File: src/rtl/odq_pkg.sv
// ----------------------------------------------------------------------------
// odq_pkg: shared types and constants of the ordered deque
// Capacity, field layouts of the stream words, command, status and sequencer
// codes, and the ring-buffer address helper.
// ----------------------------------------------------------------------------
`default_nettype none

package odq_pkg;

  localparam int unsigned Capacity = 16;
  localparam int unsigned IdxW     = $clog2(Capacity);
  localparam int unsigned CntW     = $clog2(Capacity + 1);
  localparam int unsigned HandleW  = 32;
  localparam int unsigned CountW   = 5;
  localparam int unsigned InDataW  = 40;
  localparam int unsigned OutDataW = 72;

  typedef enum logic [2:0] {
    CMD_PUSH_FRONT = 3'd0,
    CMD_PUSH_BACK  = 3'd1,
    CMD_REMOVE     = 3'd2,
    CMD_MOVE_FRONT = 3'd3,
    CMD_DROP_FRONT = 3'd4,
    CMD_DROP_BACK  = 3'd5
  } cmd_e;

  typedef enum logic [1:0] {
    ST_OK      = 2'd0,
    ST_INVALID = 2'd1,
    ST_FULL    = 2'd2,
    ST_FAIL    = 2'd3
  } status_e;

  typedef enum logic [2:0] {
    S_IDLE,
    S_DISPATCH,
    S_SEARCH,
    S_SHIFT,
    S_ENDS,
    S_REPORT
  } state_e;

  // Input word, command in the lowest bits.
  typedef struct packed {
    logic [InDataW-HandleW-4:0] pad;
    logic [HandleW-1:0]         item_handle;
    logic [2:0]                 command;
  } in_word_t;

  // Result word, status in the lowest bits.
  typedef struct packed {
    logic [CountW-1:0]  entry_count;
    logic               is_empty;
    logic [HandleW-1:0] back_item;
    logic [HandleW-1:0] front_item;
    status_e            status;
  } out_word_t;

  // Physical ring address of a logical position counted from the head.
  function automatic logic [IdxW-1:0] phys_addr(input logic [IdxW-1:0] head,
                                                input logic [CntW-1:0] idx);
    logic [IdxW:0] sum;
    sum = {1'b0, head} + (IdxW + 1)'(idx);
    if (sum >= (IdxW + 1)'(Capacity)) begin
      sum = sum - (IdxW + 1)'(Capacity);
    end
    return sum[IdxW-1:0];
  endfunction

endpackage

`default_nettype wire

File: src/rtl/ordered_deque_with_remove.sv
// ----------------------------------------------------------------------------
// ordered_deque_with_remove: bounded ordered list of nonzero handles
// Push front or back, remove the first match, move a match to the front,
// drop the front or back entry; every command reports status and list ends.
// ----------------------------------------------------------------------------
//
//  Channel   Direction  Width  Contents (lowest bit first)
//  s_axis    in         40     command[2:0], item_handle[31:0], zero pad
//  m_axis    out        72     status[1:0], front_item[31:0], back_item[31:0],
//                              is_empty, entry_count[4:0]
//
// One command is worked on at a time; s_axis_tready is high only while the
// sequencer is idle. Pushes, drops and rejected commands pass through the
// dispatch, ends and report states to the result register. Remove and
// move-to-front search the list from the front, one entry per cycle through
// the shared RAM read port, then shift the entries ahead of the match back by
// one, one per cycle. A stalled result holds in the output register and the
// sequencer waits with the next result behind it.
// Reset empties the list at once; no clearing pass is needed.
// ----------------------------------------------------------------------------
`default_nettype none

module ordered_deque_with_remove (
  input  wire logic                         clk_i,
  input  wire logic                         rst_ni,
  // command[2:0], item_handle[34:3], zero pad[39:35]
  input  wire logic [odq_pkg::InDataW-1:0]  s_axis_tdata,
  input  wire logic                         s_axis_tvalid,
  output logic                              s_axis_tready,
  // status[1:0], front_item[33:2], back_item[65:34], is_empty[66],
  // entry_count[71:67]
  output logic      [odq_pkg::OutDataW-1:0] m_axis_tdata,
  output logic                              m_axis_tvalid,
  input  wire logic                         m_axis_tready
);

  import odq_pkg::*;

  // The list lives in a ring buffer: head_q is the physical address of the
  // front entry and count_q the number of entries held.
  state_e             state_q, state_d;
  cmd_e               cmd_q, cmd_d;
  logic [HandleW-1:0] handle_q, handle_d;
  status_e            status_q, status_d;
  logic [IdxW-1:0]    head_q, head_d;
  logic [CntW-1:0]    count_q, count_d;
  // Walking index: next position to read while searching, and the position
  // whose predecessor is read next while shifting.
  logic [CntW-1:0]    idx_q, idx_d;
  // Position whose read data arrives in this cycle, and whether it is live.
  logic [CntW-1:0]    pidx_q, pidx_d;
  logic               pend_q, pend_d;
  out_word_t          out_q, out_d;
  logic               out_valid_q, out_valid_d;

  logic               ram_we;
  logic [IdxW-1:0]    ram_waddr;
  logic [HandleW-1:0] ram_wdata;
  logic               ra_en, rb_en;
  logic [IdxW-1:0]    ra_addr, rb_addr;
  logic [HandleW-1:0] ra_data, rb_data;

  in_word_t           in_word;
  logic               in_accept;
  logic               handle_zero;
  logic               list_empty;
  logic               search_hit;
  logic               search_more;
  logic               shift_done;
  logic               out_free;
  logic [IdxW-1:0]    head_prev;
  logic [CntW-1:0]    last_pos;

  assign in_word       = in_word_t'(s_axis_tdata);
  assign s_axis_tready = (state_q == S_IDLE);
  assign in_accept     = s_axis_tvalid && s_axis_tready;
  assign m_axis_tvalid = out_valid_q;
  assign m_axis_tdata  = out_q;

  assign handle_zero = (handle_q == '0);
  assign list_empty  = (count_q == '0);
  assign search_hit  = pend_q && (ra_data == handle_q);
  assign search_more = (idx_q < count_q);
  assign shift_done  = !pend_q && (idx_q == '0);
  assign out_free    = !out_valid_q || m_axis_tready;
  assign head_prev   = (head_q == '0) ? IdxW'(Capacity - 1) : head_q - 1'b1;
  assign last_pos    = list_empty ? '0 : count_q - 1'b1;

  odq_ram #(
    .Width (HandleW),
    .Depth (Capacity)
  ) u_odq_ram (
    .clk_i     (clk_i),
    .we_i      (ram_we),
    .waddr_i   (ram_waddr),
    .wdata_i   (ram_wdata),
    .ra_en_i   (ra_en),
    .ra_addr_i (ra_addr),
    .ra_data_o (ra_data),
    .rb_en_i   (rb_en),
    .rb_addr_i (rb_addr),
    .rb_data_o (rb_data)
  );

  // Sequencer: next state.
  always_comb begin
    state_d = state_q;
    unique case (state_q)
      S_IDLE: begin
        if (in_accept) begin
          state_d = S_DISPATCH;
        end
      end
      S_DISPATCH: begin
        if ((cmd_q == CMD_REMOVE || cmd_q == CMD_MOVE_FRONT) && !handle_zero) begin
          state_d = S_SEARCH;
        end else begin
          state_d = S_ENDS;
        end
      end
      S_SEARCH: begin
        if (search_hit) begin
          state_d = S_SHIFT;
        end else if (!search_more) begin
          state_d = S_ENDS;
        end
      end
      S_SHIFT: begin
        if (shift_done) begin
          state_d = S_ENDS;
        end
      end
      S_ENDS: begin
        state_d = S_REPORT;
      end
      S_REPORT: begin
        if (out_free) begin
          state_d = S_IDLE;
        end
      end
      default: begin
        state_d = S_IDLE;
      end
    endcase
  end

  // Sequencer: datapath control and register updates.
  always_comb begin
    cmd_d       = cmd_q;
    handle_d    = handle_q;
    status_d    = status_q;
    head_d      = head_q;
    count_d     = count_q;
    idx_d       = idx_q;
    pidx_d      = pidx_q;
    pend_d      = pend_q;
    out_d       = out_q;
    out_valid_d = out_valid_q;
    ram_we      = 1'b0;
    ram_waddr   = head_q;
    ram_wdata   = handle_q;
    ra_en       = 1'b0;
    ra_addr     = head_q;
    rb_en       = 1'b0;
    rb_addr     = head_q;

    if (m_axis_tvalid && m_axis_tready) begin
      out_valid_d = 1'b0;
    end

    unique case (state_q)
      S_IDLE: begin
        if (in_accept) begin
          cmd_d    = cmd_e'(in_word.command);
          handle_d = in_word.item_handle;
          status_d = ST_OK;
        end
      end
      S_DISPATCH: begin
        idx_d  = '0;
        pend_d = 1'b0;
        unique case (cmd_q) inside
          CMD_PUSH_FRONT, CMD_PUSH_BACK: begin
            if (handle_zero) begin
              status_d = ST_INVALID;
            end else if (count_q == CntW'(Capacity)) begin
              status_d = ST_FULL;
            end else begin
              ram_we  = 1'b1;
              count_d = count_q + 1'b1;
              if (cmd_q == CMD_PUSH_FRONT) begin
                head_d    = head_prev;
                ram_waddr = head_prev;
              end else begin
                ram_waddr = phys_addr(head_q, count_q);
              end
            end
          end
          CMD_REMOVE: begin
            if (handle_zero) begin
              status_d = ST_INVALID;
            end
          end
          CMD_MOVE_FRONT: begin
            if (handle_zero) begin
              status_d = ST_FAIL;
            end
          end
          CMD_DROP_FRONT: begin
            if (!list_empty) begin
              head_d  = phys_addr(head_q, CntW'(1));
              count_d = count_q - 1'b1;
            end
          end
          CMD_DROP_BACK: begin
            if (!list_empty) begin
              count_d = count_q - 1'b1;
            end
          end
          default: begin
            status_d = ST_FAIL;
          end
        endcase
      end
      S_SEARCH: begin
        if (search_hit) begin
          idx_d  = pidx_q;
          pend_d = 1'b0;
        end else if (search_more) begin
          ra_en   = 1'b1;
          ra_addr = phys_addr(head_q, idx_q);
          pidx_d  = idx_q;
          pend_d  = 1'b1;
          idx_d   = idx_q + 1'b1;
        end else begin
          status_d = ST_FAIL;
          pend_d   = 1'b0;
        end
      end
      S_SHIFT: begin
        // Entries ahead of the match move one place towards the back.
        if (pend_q) begin
          ram_we    = 1'b1;
          ram_waddr = phys_addr(head_q, pidx_q + 1'b1);
          ram_wdata = ra_data;
        end
        if (idx_q != '0) begin
          ra_en   = 1'b1;
          ra_addr = phys_addr(head_q, idx_q - 1'b1);
          pidx_d  = idx_q - 1'b1;
          pend_d  = 1'b1;
          idx_d   = idx_q - 1'b1;
        end else begin
          pend_d = 1'b0;
        end
        if (shift_done) begin
          if (cmd_q == CMD_REMOVE) begin
            // The old front slot now holds a stale copy: step past it.
            head_d  = phys_addr(head_q, CntW'(1));
            count_d = count_q - 1'b1;
          end else begin
            ram_we    = 1'b1;
            ram_waddr = head_q;
            ram_wdata = handle_q;
          end
        end
      end
      S_ENDS: begin
        ra_en   = 1'b1;
        ra_addr = head_q;
        rb_en   = 1'b1;
        rb_addr = phys_addr(head_q, last_pos);
      end
      S_REPORT: begin
        if (out_free) begin
          out_d.status      = status_q;
          out_d.front_item  = list_empty ? '0 : ra_data;
          out_d.back_item   = list_empty ? '0 : rb_data;
          out_d.is_empty    = list_empty;
          out_d.entry_count = CountW'(count_q);
          out_valid_d       = 1'b1;
        end
      end
      default: begin
      end
    endcase
  end

  always_ff @(posedge clk_i or negedge rst_ni) begin
    if (!rst_ni) begin
      state_q     <= S_IDLE;
      head_q      <= '0;
      count_q     <= '0;
      pend_q      <= 1'b0;
      out_valid_q <= 1'b0;
    end else begin
      state_q     <= state_d;
      head_q      <= head_d;
      count_q     <= count_d;
      pend_q      <= pend_d;
      out_valid_q <= out_valid_d;
    end
  end

  always_ff @(posedge clk_i) begin
    cmd_q    <= cmd_d;
    handle_q <= handle_d;
    status_q <= status_d;
    idx_q    <= idx_d;
    pidx_q   <= pidx_d;
    out_q    <= out_d;
  end

endmodule

`default_nettype wire

File: src/rtl/odq_ram.sv
// ----------------------------------------------------------------------------
// odq_ram: generic RAM with one write port and two registered read ports
// Read data is captured when the port's enable is high and held otherwise.
// ----------------------------------------------------------------------------
`default_nettype none

module odq_ram #(
  parameter int unsigned Width = 32,
  parameter int unsigned Depth = 16,
  localparam int unsigned AddrW = $clog2(Depth)
) (
  input  wire logic             clk_i,
  input  wire logic             we_i,
  input  wire logic [AddrW-1:0] waddr_i,
  input  wire logic [Width-1:0] wdata_i,
  input  wire logic             ra_en_i,
  input  wire logic [AddrW-1:0] ra_addr_i,
  output logic      [Width-1:0] ra_data_o,
  input  wire logic             rb_en_i,
  input  wire logic [AddrW-1:0] rb_addr_i,
  output logic      [Width-1:0] rb_data_o
);

  logic [Width-1:0] mem_q [Depth];

  always_ff @(posedge clk_i) begin
    if (we_i) begin
      mem_q[waddr_i] <= wdata_i;
    end
    if (ra_en_i) begin
      ra_data_o <= mem_q[ra_addr_i];
    end
    if (rb_en_i) begin
      rb_data_o <= mem_q[rb_addr_i];
    end
  end

endmodule

`default_nettype wire

File: config.mk
export PLATFORM = sky130hd
export DESIGN_NAME = ordered_deque_with_remove
export DESIGN_NICKNAME = d
export VERILOG_FILES = /design/src/rtl/odq_pkg.sv /design/src/rtl/ordered_deque_with_remove.sv /design/src/rtl/odq_ram.sv
export SDC_FILE = /design/constraint.sdc
export NUM_CORES = 1
export LEC_CHECK = 0
export ABC_CLOCK_PERIOD_IN_PS = 4500
export BUFFER_PORTS_ARGS = -buffer_cell sky130_fd_sc_hd__clkbuf_2
export CORE_MARGIN = 8
export CORE_UTILIZATION = 56
export DETAILED_ROUTE_END_ITERATION = 6
export HOLD_SLACK_MARGIN = 0.15
export MAX_ROUTING_LAYER = met4
export PLACE_DENSITY = 0.76
export RECOVER_POWER = 100
export SYNTH_ARGS = -nofsm -noshare
export SYNTH_HDL_FRONTEND = slang
export SYNTH_SLANG_ARGS = --single-unit
File: constraint.sdc
create_clock -name clk_i -period 4.5 [get_ports clk_i]
set_input_delay 0.225 -clock clk_i [delete_from_list [all_inputs] [get_ports clk_i]]
set_output_delay 0.225 -clock clk_i [all_outputs]
set_load 0.01 [all_outputs]
==> results.txt, run 1 <==
CTS tree: done
CP cell instances: xnor2_1, nand4_1, or4_4, nor3_4, mux2i_4, buf_12, buf_6, mux2i_1, o22ai_1, or4_1
Number of antenna violations at the first check in global routing: 2
Final setup vio count: 0
Share of layout cells above drive strength 1: 0.1090
Post-DR vias/cell: 6.713
Top_reg_cell synth: edfxtp_1
P per Cell Area: 810.1 nW/um2
Static Leak: 13.69 nW
Number of synthesis warnings: 0
Hold Violations, Final: 0
RR Endpoint: u_odq_ram.ra_data_o[19]
GR Overflow Total: 0
Worst Hold Depth: 2
CTS buffer count: 74
# DRC: 0
Dpl hpwl: 56.42 mm
Port Buffers: 112
Worst-skew pair later-pin latency: 0.62 ns
Setup TNS Final: 0 ns
Die footprint: 67,400 um2
Area grow syn2layout: 14.57%
Top delay family on crit path: simple AND/OR/NAND/NOR gates
Worst-Margin Slew: 2.276 ns
Routed WL: 96.88 mm
Fraction of the yosys area taken by sequential cells: 0.6385
Avg Inst Size Synth: 13.49 um2
CTS max path bufs: 3
GRT Util Overall: 0.2899
First-pass GRT wire length: 142.9 mm
Gate Count Post-Synth: 2,464
Die X: 259.6 um
Failing checks: capacitance limit, slew limit
Final Critical Period: 4.283 ns
Asr flop ratio synth: 0.01975
Clock transition at path regs: 0.06 ns
Slowest cell on crit path: or4_4
Post-Syn Area: 33,240 um2
Crit. End Element: register
Hold path start: s_axis_tdata[18]
R2R setup slack: 0.22 ns
Most frequent cells in the layout: edfxtp_1 (695), nand2_1 (282), mux2i_1 (263)
Final cell count without fillers: 3,463
Nature of the critical path startpoint: register
Num rows: 89
Yosys reg bits: 709
Max-Cap Viols: 5
Largest net degree at the start of global routing: 169
CP bufs+invs: 2
HP Class: in2reg
Initial Utilization: 0.5653
RSZ-0062 raised after global routing: false
Number of global-route vias before repair: 23,050
Net count after synthesis: 2,541
Reg-to-reg critical path startpoint: handle_q[21]
Die H: 259.6 um
Max incr delay on CP: 0.60 ns
VDD IR max: 751.5 uV
Clk_skew: 0.01940 ns
Worst Path Max Fanout: 38
Most common cell after layout, fill and taps aside: edfxtp_1
F_max: 0.2335 GHz
RePlAce Congestion: 0.9362
H-tree depth: 3
R2r worst-path depth: 10
Setup bufs post-CTS: 0
Slew Viols, Final: 162
DR vias: 23,250
Crit path DAT: 4.64 ns
Status: finished, violations left
Clock root cell: clkbuf_16
Post-synth EDFFs: 695
Initial DRT Pass Iterations: 6
Io pins: 118
Yosys cell types: 64
WHS Endpoint: handle_q[15]
Worst EP required: 4.86 ns
Core ar.: 58,800 um2
Drt initial violations: 2,952
Period utilization: 0.9518
Post-route ant nets: 0
Layout net count: 2,714
Setup CP Type: reg2reg
Wire per inst: 27.98 um
Placed cells: 3,295
Sink Count: 709
Final hold slack: 0.3169 ns
Relative slew slack: -0.5176
## layout make-up
class | instances | area (um2)
inverters | 24 | 90.09
clock inverters | 38 | 434.2
clock buffers | 90 | 1976
flip-flops and latches | 709 | 21220
diodes | 1 | 2.502
multi-input cells | 1559 | 11330
repair buffers | 269 | 2059
well taps | 773 | 967.2
fillers | 4125 | 20720
## worst register-to-register path, stage by stage (launching register included)
cell and delay [ns]:
edfxtp_1 0.51, xnor2_1 0.37, nand4_1 0.26, or4_4 0.60, nor3_4 0.28, mux2i_4 0.30
buf_12 0.26, buf_6 0.48, mux2i_1 0.33, o22ai_1 0.11, or4_1 0.51
## registers in the layout, indices dropped and copies added (netlist names)
| register | count |
|---|---|
| state_q | 3 |
| u_odq_ram.ra_data_o | 32 |
| status_q | 2 |
| idx_q | 5 |
| cmd_q | 3 |
| m_axis_tdata | 72 |
| pend_q | 1 |
| count_q | 5 |
| u_odq_ram.mem_q | 512 |
| m_axis_tvalid | 1 |
| pidx_q | 5 |
| handle_q | 32 |
| u_odq_ram.rb_data_o | 32 |
| head_q | 4 |
## cells by family (layout without fill, tap and decap cells)
group | after synthesis | after routing | share of synthesized area
DFF | 709 | 709 | 0.6385
and+or+nand+nor | 659 | 659 | 0.09980
AOI/OAI and AO/OA | 477 | 477 | 0.09566
muxes | 328 | 328 | 0.1120
buffers and inverters | 196 | 421 | 0.02413
xor gates and xnor gates | 62 | 62 | 0.01634
adders and majority gates | 33 | 33 | 0.01355
other | 0 | 1 | 0
## worst max-delay path by stage
stage | from | endpoint | depth (start not counted)
2_1_floorplan | head_q[1] | u_odq_ram.mem_q[9][0] | 8
3_3_place_gp | count_q[1] | u_odq_ram.rb_data_o[12] | 13
3_5_place_dp | count_q[1] | u_odq_ram.rb_data_o[9] | 13
4_1_cts | count_q[1] | u_odq_ram.rb_data_o[12] | 13
5_1_grt | handle_q[12] | u_odq_ram.mem_q[1][7] | 12
6_report | handle_q[21] | u_odq_ram.ra_data_o[19] | 10
## where the power goes
part / total, mW / internal [mW] / switching, mW
registers: 9.62 / 8.97 / 0.651
clock network: 6.15 / 3.59 / 2.55
logic: 15.1 / 6.01 / 9.07
total: 30.8 / 18.6 / 12.3
## per-stage QoR
stage          power (mW)  area, um2    util  worst slack [ns]
2_1_floorplan       19.49      33240       -            0.4240
3_3_place_gp        24.25      35790  0.6086            0.4833
3_5_place_dp        24.67      35790  0.6086            0.4235
4_1_cts             30.91      38590  0.6563            0.3927
5_1_grt             32.10      38080  0.6476           0.08589
6_report            30.85      38080  0.6476            0.2169
## layer usage
layer,up-vias,part of all wire,track usage
li1,9870,-,-
met1,11440,0.38,0.3743
met2,1630,0.46,0.4377
met3,311,0.12,0.06242
met4,0,0.047,0.1380
met5,-,0,-
## cells in the mapped netlist, types with 7 or more instances
library cell | count | share of area
dfrtp_1 | 14 | 0.011
nand3_1 | 19 | 0.0029
a21o_1 | 8 | 0.0018
nor2b_1 | 71 | 0.013
mux2_2 | 32 | 0.011
mux2i_1 | 264 | 0.080
ha_1 | 28 | 0.011
xor2_1 | 30 | 0.0079
mux4_2 | 32 | 0.022
a211oi_1 | 135 | 0.030
nor2_1 | 61 | 0.0069
a21oi_1 | 34 | 0.0051
clkbuf_1 | 117 | 0.013
nand2b_1 | 9 | 0.0017
and2_1 | 129 | 0.024
buf_2 | 46 | 0.0069
nor3_1 | 8 | 0.0012
nand2_1 | 282 | 0.032
buf_1 | 7 | 0.00079
a31oi_1 | 129 | 0.024
or4_1 | 32 | 0.0072
o21ai_0 | 14 | 0.0021
xnor2_1 | 32 | 0.0084
nor4_1 | 17 | 0.0032
nand4_1 | 8 | 0.0015
o22ai_1 | 130 | 0.024
inv_1 | 23 | 0.0026
edfxtp_1 | 695 | 0.63
## repair_timing
item / 4_1_cts / 5_1_grt
gates resized for setup: 0 / 0
hold endpoints to repair: 53 / 0
hold buffers: 39 / 0
Note: power is estimated with default switching activity, not from simulation.
==> run 2: changes to the inputs <==
- ABC_CLOCK_PERIOD_IN_PS: 4500 -> 4200
- CORE_UTILIZATION: 56 -> 62
- PLACE_DENSITY: 0.76 -> 0.8
- clock period: 4.5 -> 4.2 ns (I/O delays scaled with it)
==> results.txt, run 2 (same netlist as run 1, synthesis figures left out) <==
Post-CTS sizing: 0 (unchanged)
Io pins: 118 (unchanged)
Number of flip-flops in the largest register: 512 (unchanged)
CTS buffer count: 72 (-2.7%)
Crit path DAT: 4.47 ns (-0.17 ns)
First-pass GRT wire length: 140.6 mm (-1.6%)
Slew Viols, Final: 81 (-50%)
RePlAce Congestion: 0.9356 (about the same)
Drt initial violations: 3,426 (+16%)
CTS tree: done
GRT Util Overall: 0.3183 (+0.02839)
RSZ-0062 raised after global routing: false
H-tree depth: 3 (unchanged)
Fillers: 3,383 (-18%)
VDD IR max: 940.2 uV (+25%)
Hold-fix buffers, CTS: 39 (unchanged)
Clock transition at path regs: 0.06 ns (about the same)
CTS max path bufs: 3 (unchanged)
Die X: 247.5 um (-4.7%)
Crit. End Element: register
Clk_skew: 0.03929 ns (+0.01989 ns)
R2r worst-path depth: 11 (+1)
Sink Count: 709 (unchanged)
Hold Violations, Final: 0 (unchanged)
P per Cell Area: 865.2 nW/um2 (+6.8%)
Number of global-route vias before repair: 23,250 (+0.89%)
Ant diodes: 0 (-1)
Core ar.: 53,390 um2 (-9.2%)
Final Core Density: 0.7155 (+0.06783)
GR Overflow Total: 0 (unchanged)
Post-DR vias/cell: 6.946 (+3.5%)
Largest net degree at the start of global routing: 209 (+24%)
Area grow syn2layout: 14.93%
Setup TNS Final: 0 ns (unchanged)
Relative slew slack: -0.6639 (-0.1463)
Die footprint: 61,270 um2 (-9.1%)
Period utilization: 0.9999 (+0.04808)
Worst Hold Depth: 2 (unchanged)
Most frequent cells in the layout: edfxtp_1 (695), nand2_1 (282), mux2i_1 (263)
Final Critical Period: 4.199 ns (-0.08361 ns)
Routed WL: 95.71 mm (-1.2%)
Static Leak: 13.79 nW (+0.68%)
# DRC: 0 (unchanged)
DR vias: 23,640 (+1.7%)
Nature of the critical path startpoint: register
Setup bufs post-CTS: 0 (unchanged)
Biggest register: u_odq_ram.mem_q
Setup CP Type: reg2reg
Final setup vio count: 0 (unchanged)
Max-Cap Viols: 3 (-2)
Most common cell after layout, fill and taps aside: edfxtp_1
Clock root cell: clkbuf_16
Initial DRT Pass Iterations: 6 (unchanged)
F_max: 0.2381 GHz (+2.0%)
Failing checks: capacitance limit, slew limit
Dpl hpwl: 57.16 mm (+1.3%)
Worst Path Max Fanout: 7 (-82%)
Status: finished, violations left
Port Buffers: 112 (unchanged)
HP Class: in2reg
Layout net count: 2,729 (+0.55%)
Initial Utilization: 0.6225 (+0.05726)
Die H: 247.5 um (-4.7%)
Number of antenna violations at the first check in global routing: 1 (-1)
Worst EP required: 4.47 ns (-0.39 ns)
Wire per inst: 28.13 um (+0.54%)
Num rows: 85 (-4.5%)
Post-route ant nets: 0 (unchanged)
Worst-Margin Slew: 2.496 ns (+0.2195 ns)
Share of layout cells above drive strength 1: 0.1182 (+0.009250)
Worst-skew pair later-pin latency: 0.64 ns (+0.02 ns)
==> run 2: path summary, 6_finish.rpt <==
path,startpoint,endpoint,slack [ns]
worst max-delay path,handle_q[4],u_odq_ram.mem_q[10][24],0.0005
worst min-delay path,s_axis_tdata[23],handle_q[20],0.28
max in group asynchronous,rst_ni,count_q[0],2.96
worst min register to register,status_q[0],m_axis_tdata[0],0.42
min in group asynchronous,rst_ni,count_q[2],0.75
worst max register to register,handle_q[4],u_odq_ram.mem_q[10][24],0.0005
==> run 2: area by class of cell <==
cell class	instances	area [um2]	share of cell area
sequential	709	21220	0.5555
tap	696	870.8	0.02280
clock inverter	41	429.2	0.01124
timing repair buffer	286	2350	0.06152
inverter	24	90.09	0.002358
multi-input combinational	1559	11350	0.2973
clock buffer	88	1883	0.04930
==> run 2: power by group <==
part           total, mW  internal (mW)  leakage, nW  switching (mW)
combinational       16.4           6.58         6.18            9.84
clock               6.37           3.65         1.14            2.72
sequential          10.3           9.61         6.47           0.661
==> run 2: metrics by stage <==
| step | cells | instance area (um2) | hold slack (ns) | setup WS, ns | power (mW) |
|---|---|---|---|---|---|
| 4_1_cts | 3403 | 38620 | 0.2659 | 0.1781 | 32.95 |
| 5_1_grt | 3403 | 38200 | 0.2982 | 0.05171 | 34.28 |
| 2_1_floorplan | 2464 | 33240 | -0.08559 | 0.1240 | 20.88 |
| 3_5_place_dp | 3235 | 35920 | 0.1501 | 0.2165 | 26.51 |
| 3_3_place_gp | 3235 | 35920 | 0.1598 | 0.3089 | 25.99 |
| 6_report | 3403 | 38200 | 0.2794 | 0.0005120 | 33.05 |
==> run 2: per-layer routing <==
metal	vias to the layer above	part of all wire	GRT usage
li1	9907	-	-
met1	11490	0.36	0.3985
met2	1839	0.46	0.4963
met3	399	0.12	0.06843
met4	0	0.052	0.1513
met5	-	0	-
==> run 2: critical path: stages (launching register included) <==
cell	delay, ns
edfxtp_1	0.56
clkbuf_1	0.33
nor4_1	0.10
nand4_1	0.25
o21ai_0	0.19
nor3_1	0.61
a211oi_1	0.18
a211oi_1	0.27
clkbuf_1	0.28
nand2b_1	0.24
nor2_2	0.43
clkbuf_2	0.40
